<file path="src/kvm_pkg.sv">
// ----------------------------------------------------------------------------
// kvm_pkg: shared constants and types of the keyed sample voice mixer
// Sizes of the key table, the sample memory and the mix accumulator, plus the
// control group that the sequencer hands to the accumulator.
// ----------------------------------------------------------------------------
package kvm_pkg;

  // Key slots; one voice per slot.
  localparam int NUM_KEYS = 256;
  localparam int KEY_W    = (NUM_KEYS > 1) ? $clog2(NUM_KEYS) : 1;

  // Sample memory: one stereo frame per address, addresses wrap at its size.
  localparam int ADDR_W        = 18;
  localparam int SAMPLE_FRAMES = 1 << ADDR_W;

  localparam int LEN_W    = 19;
  localparam int SMP_W    = 16;
  localparam int MIX_W    = 24;
  // Enough headroom that a full scan of every key never overflows.
  localparam int ACC_W    = SMP_W + KEY_W + 1;

  localparam logic [LEN_W-1:0] POS_MAX = {LEN_W{1'b1}};

  // Sequencer to accumulator.
  typedef struct packed {
    logic clear;   // start of a tick: zero both sums
    logic add;     // add the current sample pair
    logic finish;  // saturate and present the result
  } acc_ctl_t;

endpackage

</file>
<file path="src/kvm_accum.sv">
// ----------------------------------------------------------------------------
// kvm_accum: stereo mix accumulator
// Adds one stereo sample pair per cycle, while add is set, into two wide sums, then clamps each
// sum to 24 bits and drives the result strobe for one cycle.
// ----------------------------------------------------------------------------
module kvm_accum
  import kvm_pkg::*;
(
  input  logic                    clk,
  input  logic                    rst_n,
  input  acc_ctl_t                ctl,
  input  logic signed [SMP_W-1:0] smp_left,
  input  logic signed [SMP_W-1:0] smp_right,
  output logic                    out_valid,
  output logic signed [MIX_W-1:0] out_mix_left,
  output logic signed [MIX_W-1:0] out_mix_right,
  output logic                    out_clipped
);

  localparam logic signed [ACC_W-1:0] ACC_HI = ACC_W'((1 << (MIX_W - 1)) - 1);
  localparam logic signed [ACC_W-1:0] ACC_LO = -ACC_W'(1 << (MIX_W - 1));
  localparam logic signed [MIX_W-1:0] MIX_HI = {1'b0, {(MIX_W-1){1'b1}}};
  localparam logic signed [MIX_W-1:0] MIX_LO = {1'b1, {(MIX_W-1){1'b0}}};

  logic signed [ACC_W-1:0] acc_l_r, acc_r_r;
  logic signed [ACC_W-1:0] acc_l_nxt, acc_r_nxt;
  logic                    valid_r;
  logic signed [MIX_W-1:0] mix_l_r, mix_r_r;
  logic                    clip_r;
  logic signed [MIX_W-1:0] sat_l, sat_r;
  logic                    clip_l, clip_rt;

  always_comb begin
    priority if (ctl.clear) begin
      acc_l_nxt = '0;
      acc_r_nxt = '0;
    end else if (ctl.add) begin
      acc_l_nxt = acc_l_r + ACC_W'(smp_left);
      acc_r_nxt = acc_r_r + ACC_W'(smp_right);
    end else begin
      acc_l_nxt = acc_l_r;
      acc_r_nxt = acc_r_r;
    end
  end

  always_comb begin
    clip_l  = 1'b0;
    clip_rt = 1'b0;
    priority if (acc_l_r > ACC_HI) begin
      sat_l  = MIX_HI;
      clip_l = 1'b1;
    end else if (acc_l_r < ACC_LO) begin
      sat_l  = MIX_LO;
      clip_l = 1'b1;
    end else begin
      sat_l = acc_l_r[MIX_W-1:0];
    end
    priority if (acc_r_r > ACC_HI) begin
      sat_r   = MIX_HI;
      clip_rt = 1'b1;
    end else if (acc_r_r < ACC_LO) begin
      sat_r   = MIX_LO;
      clip_rt = 1'b1;
    end else begin
      sat_r = acc_r_r[MIX_W-1:0];
    end
  end

  always_ff @(posedge clk) begin
    acc_l_r <= acc_l_nxt;
    acc_r_r <= acc_r_nxt;
    if (ctl.finish) begin
      mix_l_r <= sat_l;
      mix_r_r <= sat_r;
      clip_r  <= clip_l | clip_rt;
    end
  end

  always_ff @(posedge clk) begin
    if (!rst_n) begin
      valid_r <= 1'b0;
    end else begin
      valid_r <= ctl.finish;
    end
  end

  assign out_valid     = valid_r;
  assign out_mix_left  = mix_l_r;
  assign out_mix_right = mix_r_r;
  assign out_clipped   = clip_r;

endmodule

</file>
<file path="config.mk">
export PLATFORM = sky130hd
export DESIGN_NAME = kvm_accum
export DESIGN_NICKNAME = d
export VERILOG_FILES = /design/src/kvm_pkg.sv /design/src/kvm_accum.sv
export SDC_FILE = /design/constraint.sdc
export NUM_CORES = 1
export LEC_CHECK = 0
export ABC_AREA = 0
export BUFFER_PORTS_ARGS = -buffer_cell sky130_fd_sc_hd__buf_2
export CAP_MARGIN = 40
export CELL_PAD_IN_SITES_DETAIL_PLACEMENT = 0
export CELL_PAD_IN_SITES_GLOBAL_PLACEMENT = 1
export CORE_ASPECT_RATIO = 1.75
export CORE_MARGIN = 2
export CORE_UTILIZATION = 49
export CTS_BUF_LIST = sky130_fd_sc_hd__clkbuf_8
export CTS_CLUSTER_SIZE = 40
export DETAILED_ROUTE_END_ITERATION = 7
export PLACE_DENSITY_LB_ADDON = 0.25
export SYNTH_ARGS = -nofsm -noshare
export SYNTH_HDL_FRONTEND = slang
export SYNTH_SLANG_ARGS = --single-unit
</file>
<file path="constraint.sdc">
create_clock -name clk -period 7.55 [get_ports clk]
set_clock_uncertainty 0.15 [all_clocks]
set_input_delay 0.3775 -clock clk [delete_from_list [all_inputs] [get_ports clk]]
set_output_delay 0.3775 -clock clk [all_outputs]
set_load 0.005 [all_outputs]
</file>
==> metrics.yaml, run 1 <==
drt:
  wirelength_um: 15970
  postRouteAntennaNets: 0
  drt_iter0_drc: 186
  via_per_inst: 5.676
  vias: 5324
  wire_per_inst_um: 17.02
  drtPass1Iterations: 4
  post-route-drc-count: 0
cts:
  hold_buffers: 0
  cts_resized: 0
  cts_sinks: 100
  worstSkewPairLatency_ns: 0.38
  cts_setup_buffers: 0
  cts_tree: "yes"
  numCtsBuffers: 9
  htreeDepth: 3
  clk_pin_slew_ns: 0.10
  cts_root_buf: "clkbuf_8"
  clk_path_buf_depth: 2
synthesis:
  synthesis.area_um2: 6306
  synthTopCellsByArea: "edfxtp_1 23%, dfxtp_1 16%, ha_1 9.5%"
  yosys.area.top_type: "edfxtp_1"
  synth-seq-area-share: 0.3952
  synth-seq-cells: 100
  yosysTopAreaCellShare: 0.2333
  synth-edff-count: 49
  syn_avg_cell_area_um2: 9.009
  synthArstFlopShare: 0
  yosysMostFrequentCell: "nor2_1"
  dominantRegCellSynth: "dfxtp_1"
  syn_inst: 700
  synthTopCellsByCount: "94 x nor2_1, 67 x nand2_1, 64 x o21ai_0"
  syn_nets: 787
  synth.distinct_cells: 68
  yosys_warnings: 0
timing:
  final_max_slew_viol_count: 0
  period_minus_slack_ns: 2.932
  max_clock_freq_ghz: 0.3410
  tns_ns: 0
  tightest_slew_ns: 0.8223
  finalHoldViolCount: 0
  fin_crit_sh: 0.3884
  final-setup-viol-count: 0
  rsz0062_at_grt: "no"
  relSlewSlack: 0.4504
layout:
  final_area_um2: 7056
  n_antenna_cell: 0
  drive_above_1_share: 0.1636
  fin_nets: 852
  syn2layout_area_growth_pct: 11.88
  fill_cells: 1137
floorplanning:
  die_w_um: 89.76
  initial_core_util: 0.5045
  fp.dieArea_um2: 13830
  core_region_area_um2: 12500
  die-height_um: 154.1
  ios: 87
  rows: 54
worst_setup_path:
  worst-endpoint-required_ns: 7.66
  start_kind: "flop"
  regToRegSetupSlack_ns: 4.62
  cp-end-kind: "flop"
  timing.rr.start: "acc_r_r[0]"
  path_class: "reg -> reg"
  worstPathMaxFanout: 5
  worst-r2r-cell-count: 9
  r2r_end: "acc_r_r[16]"
  crit_arrival_ns: 3.05
worst_hold_path:
  whs_endpoint: "out_valid"
  worstHoldPathCells: 2
  worstHoldStart: "rst_n"
  hold_class: "in -> reg"
placement:
  gp_congestion: 0.9038
  dp_hpwl_um: 11800
  place_area_um2: 6872
  io_buffers: 86
flow_run:
  max_cap_viol_count: 0
global_route:
  antenna_found_initial: 0
  grt_use_total: 0.2364
  grt_pass1_wl_um: 26320
  grt_max_degree: 51
  grt.overflow.total: 0
  grt_pass1_vias: 5334
power_and_ir_drop:
  peakVddDrop_mv: 0.1240
  p_leak_nw: 3.017
  power.density_nw_per_um2: 250.8
status:
  status: "finished, final reports clean"
==> registers in the layout, indices dropped and copies added (netlist names) <==
name / count
acc_l_r: 25
acc_r_r: 25
out_mix_left: 24
out_mix_right: 24
out_clipped: 1
out_valid: 1
==> how the worst max path moves through the flow <==
stage               slack (ns)           to         start  cells past startpoint
detailed placement        4.49  acc_r_r[16]  smp_right[0]                     10
global placement          4.52  acc_r_r[16]  smp_right[0]                     10
floorplan                 4.90  acc_l_r[20]   smp_left[0]                      9
finish                    4.62  acc_r_r[16]    acc_r_r[0]                      9
global route              4.43  acc_r_r[16]    acc_r_r[0]                      9
CTS                       4.62  acc_r_r[16]    acc_r_r[0]                      9
==> logic make-up (layout without fill, tap and decap cells) <==
family | after synthesis | count (layout) | share of synthesized area
compound gates | 203 | 203 | 0.2067
simple gates | 226 | 226 | 0.1601
mux | 16 | 16 | 0.02559
buf+inv | 49 | 119 | 0.02956
xor+xnor | 39 | 39 | 0.05417
flops | 100 | 100 | 0.3952
fa+ha+maj | 67 | 67 | 0.1286
==> layer usage <==
layer / up-vias / GRT usage / share of wire
met5: - / 0 / 0
met3: 25 / 0.02695 / 0.030
li1: 2703 / - / -
met1: 2490 / 0.2554 / 0.39
met4: 0 / 0.1011 / 0.029
met2: 106 / 0.4589 / 0.55
==> report_power, final <==
part | switching [mW] | total (mW) | internal (mW) | leakage, nW
Combinational | 0.390 | 0.685 | 0.295 | 2.01
Clock | 0.197 | 0.328 | 0.131 | 0.0893
Sequential | 0.0656 | 0.756 | 0.691 | 0.920
==> cell usage in the layout (no fill, tap or decap), types with 4 or more instances in the layout <==
master and instances:
nor2_1 93, and3_1 9, clkbuf_8 10, a41oi_1 4
nor3_1 7, ha_1 48, o21bai_1 5, or4_1 5
o211ai_1 5, xnor2_1 19, nand3_1 14, nor2b_1 4
edfxtp_1 49, dfxtp_1 51, xor2_1 20, o21a_1 6
o21ai_0 64, a211oi_1 12, inv_1 11, a21oi_1 49
nand2_1 67, buf_2 86, a31oi_1 7, mux2i_1 15
a22o_1 5, a21o_1 13, nand4_1 5, maj3_1 17
==> critical path, stage by stage, from the launching register on <==
cell and delay (ns):
dfxtp_1 0.35, ha_1 0.23, fa_1 0.44, a211oi_1 0.22, nor2_1 0.12, o2111ai_1 0.36
o211ai_2 0.22, a21oi_1 0.32, nor4_1 0.08, a311o_1 0.33
==> layout make-up <==
cell class                 count  area (µm²)  area share
timing repair buffer          92       498.0     0.07058
inverter                      11       41.29    0.005852
clock inverter                 6       46.29    0.006561
tap                          168       210.2     0.02979
sequential                   100        2492      0.3533
multi-input combinational    551        3630      0.5145
clock buffer                  10       137.6     0.01951
==> metrics by stage <==
step | hold WS (ns) | worst slack [ns] | power (mW) | util | cells
after floorplan | 0.3015 | 4.903 | 1.245 | - | 700
after global placement | 0.3220 | 4.524 | 1.435 | 0.5461 | 919
after detailed placement | 0.3295 | 4.488 | 1.454 | 0.5498 | 922
after CTS | 0.04464 | 4.618 | 1.785 | 0.5645 | 938
after global routing | 0.05345 | 4.427 | 1.899 | 0.5645 | 938
final | 0.05259 | 4.618 | 1.770 | 0.5645 | 938
No activity file was read; power rests on OpenSTA's default activity.
==> run 2: changes to the inputs <==
--- a/config.mk
+++ b/config.mk
@@ -5,14 +5,14 @@
 export SDC_FILE = /design/constraint.sdc
 export NUM_CORES = 1
 export LEC_CHECK = 0
-export ABC_AREA = 0
+export ABC_AREA = 1
 export BUFFER_PORTS_ARGS = -buffer_cell sky130_fd_sc_hd__buf_2
 export CAP_MARGIN = 40
 export CELL_PAD_IN_SITES_DETAIL_PLACEMENT = 0
 export CELL_PAD_IN_SITES_GLOBAL_PLACEMENT = 1
 export CORE_ASPECT_RATIO = 1.75
 export CORE_MARGIN = 2
-export CORE_UTILIZATION = 49
+export CORE_UTILIZATION = 39
 export CTS_BUF_LIST = sky130_fd_sc_hd__clkbuf_8
 export CTS_CLUSTER_SIZE = 40
 export DETAILED_ROUTE_END_ITERATION = 7
==> constraint.sdc (replaced) <==
create_clock -name clk -period 2.65 [get_ports clk]
set_clock_uncertainty 0.15 [all_clocks]
set_input_delay 0.1325 -clock clk [delete_from_list [all_inputs] [get_ports clk]]
set_output_delay 0.1325 -clock clk [all_outputs]
set_load 0.005 [all_outputs]
==> run 2 against run 1 <==
  * Sequential cell count did not move
  * Combinational power rose by 140%
  * Critical path depth rose by 5
  * Power rose to 2.6 times the previous value
  * Clock power rose to 3.4 times the previous value
  * Highest routed layer unchanged
  * Wire length rose by 47%
  * Hold slack got worse by 0.037 ns
  * Largest cell class unchanged
  * Die area rose by 46%
==> metrics.yaml, run 2 <==
status:
  status: "finished, final reports clean"
worst_setup_path:
  worst-r2r-cell-count: 12
  path_delay_family: "simple AND/OR/NAND/NOR gates"
  path_class: "in -> reg"
  crit_buf_inv: 3
  start_kind: "primary input"
  endpoint: "acc_l_r[24]"
  cpPeakStageDelay_ns: 0.53
  crit_arrival_ns: 2.34
  cp_slowest_cell: "dlygate4sd3_1"
  regToRegSetupSlack_ns: 0.51
  worst-endpoint-required_ns: 2.80
  timing.rr.start: "acc_r_r[0]"
  worstSetupPathDepth: 14
  worstPathMaxFanout: 4
  path_cells: "dlygate4sd3_1 > buf_2 > ha_1 > fa_1 > nand2_1 > nand2_1 > nand3_1 > nand2_2 > nand2_1 > nand3_1 > nand2_1 > nand3_1 > nand2_1 > inv_1"
  cp-end-kind: "flop"
  crit_path_start: "smp_left[0]"
  r2r_end: "acc_r_r[14]"
  crit_top_cell: "nand2_1"
cts:
  cts_resized: 0
  cts_sinks: 100
  numCtsBuffers: 9
  hold_buffers: 4
  cts_tree: "yes"
  clk_pin_slew_ns: 0.11
  clk_path_buf_depth: 2
  htreeDepth: 3
  cts_setup_buffers: 0
  worstSkewPairLatency_ns: 0.41
  cts_root_buf: "clkbuf_8"
layout:
  mostFrequentLayoutCell: "nand2_1"
  reg.largest.list: "acc_l_r x25, acc_r_r x25"
  fin_nets: 1325
  final_cell_mix: "353 x nand2_1, 261 x inv_1, 88 x a21oi_1"
  syn2layout_area_growth_pct: 13.30
  final_util: 0.4505
  drive_above_1_share: 0.1110
  n_antenna_cell: 0
timing:
  tns_ns: 0
  final-setup-viol-count: 0
  relSlewSlack: 0.5317
  fin_crit_sh: 0.8238
  period_minus_slack_ns: 2.183
  fin_ws_ns: 0.4669
  finalHoldViolCount: 0
  final_max_slew_viol_count: 0
  rsz0062_at_grt: "no"
  tightest_slew_ns: 0.6998
  hold-worst-slack_ns: 0.01578
  max_clock_freq_ghz: 0.4581
synthesis:
  syn_nets: 1236
  synth-edff-count: 49
  synthesis.area_um2: 7421
  yosys.area.top_type: "edfxtp_1"
  synthTopCellsByCount: "353 x nand2_1, 261 x inv_1, 88 x a21oi_1"
  synth-seq-cells: 100
  yosysMostFrequentCell: "nand2_1"
  yosys_warnings: 0
  synthTopCellsByArea: "edfxtp_1 20%, nand2_1 18%, dfxtp_1 14%"
  yosysTopAreaCellShare: 0.1983
  synth-seq-area-share: 0.3359
  syn_avg_cell_area_um2: 6.459
  synthArstFlopShare: 0
  synth.distinct_cells: 28
  syn_inst: 1149
  dominantRegCellSynth: "dfxtp_1"
power_and_ir_drop:
  share_comb_of_total_power: 0.356
  switching_power_mw: 1.817
  p_clk_frac: 0.235
  power.internal_mw: 2.859
  peakVddDrop_mv: 0.3519
  p_seq_frac: 0.410
  p_leak_nw: 4.746
  sw_frac_of_total: 0.3886
  power.density_nw_per_um2: 556.2
worst_hold_path:
  hold_class: "in -> reg"
floorplanning:
  die_w_um: 108.3
  rows: 66
  core_region_area_um2: 18660
  die-height_um: 186.5
  ios: 87
  initial_core_util: 0.3976
  fp.dieArea_um2: 20190
global_route:
  antenna_found_initial: 0
  grt_use_met2: 0.4698
  grt_pass1_vias: 7247
  grt_max_degree: 60
  grt_use_total: 0.2432
  grt.overflow.total: 0
  grt_pass1_wl_um: 37160
  use_met3: 0.02620
  grt_use_met1: 0.2348
  grt.busiest_layer: "met2"
drt:
  drtPass1Iterations: 4
  wirelength_um: 23520
  post-route-drc-count: 0
  postRouteAntennaNets: 0
  vias: 7110
  drt_iter0_drc: 335
  wire_per_inst_um: 15.88
  via_per_inst: 4.801
flow_run:
  max_cap_viol_count: 0
placement:
  dp_hpwl_um: 18900
  io_buffers: 86
  gp_congestion: 0.9171
  preCtsSetupSlack_ns: 0.5481
run 2: cell count changes in the layout (fill, tap and decap cells not counted), moves of 12 or more:
cell,change
nand2_1,+286
inv_1,+250
nand3_1,+53
a21oi_1,+39
nor2_1,-25
maj3_1,-17
xnor2_1,-17
mux2i_1,-15
a211oi_1,-12
nand2_2,+12
nand4_1,+12
run 2: final cells by class:
cell class	instances	area, µm²
inverter	262	983.4
clock buffer	9	123.9
sequential	100	2492
fill	2093	10250
clock inverter	7	81.33
multi-input combinational	762	3849
tap	238	297.8
timing repair buffer	103	580.6
run 2: cells by family after synthesis:
kind of cell / synth area share
compound gates: 0.1025
xor+xnor: 0.02361
fa+ha+maj: 0.08633
buf+inv: 0.1455
flops: 0.3359
simple gates: 0.3062
run 2: worst min path at each step:
stage,from,to,cells after the start
2_1_floorplan,ctl[0],out_valid,2
3_3_place_gp,rst_n,out_valid,3
3_5_place_dp,rst_n,out_valid,3
4_1_cts,smp_right[0],acc_r_r[0],4
5_1_grt,smp_right[0],acc_r_r[0],4
6_report,smp_right[0],acc_r_r[0],4
run 2: metrics by stage:
step                cell area (µm²)  cells  total power [mW]
finish                         8408   1481             4.677
global route                   8408   1481             5.016
CTS                            8408   1481             4.725
detailed placement             8163   1461             3.612
global placement               8163   1461             3.607
floorplan                      7421   1149             3.046
run 2: tightest hold or removal path: stages:
cell and delay (ns):
buf_2 0.09, ha_1 0.12, o21ai_0 0.08, a21oi_1 0.11
run 2: per-layer routing:
metal  wire, µm  vias up
li1           -     3723
met1       8517     3209
met2      13140      119
met3        387       59
met4       1473        0
met5          0        -
run 2: power by group through the flow:
stage               sequential [mW]  clock, mW  combinational [mW]
global placement               1.95          0                1.66
detailed placement             1.95          0                1.66
global route                   1.94       1.18                1.90
finish                         1.92       1.10                1.66
floorplan                      1.94          0                1.11
CTS                            1.92       1.13                1.67
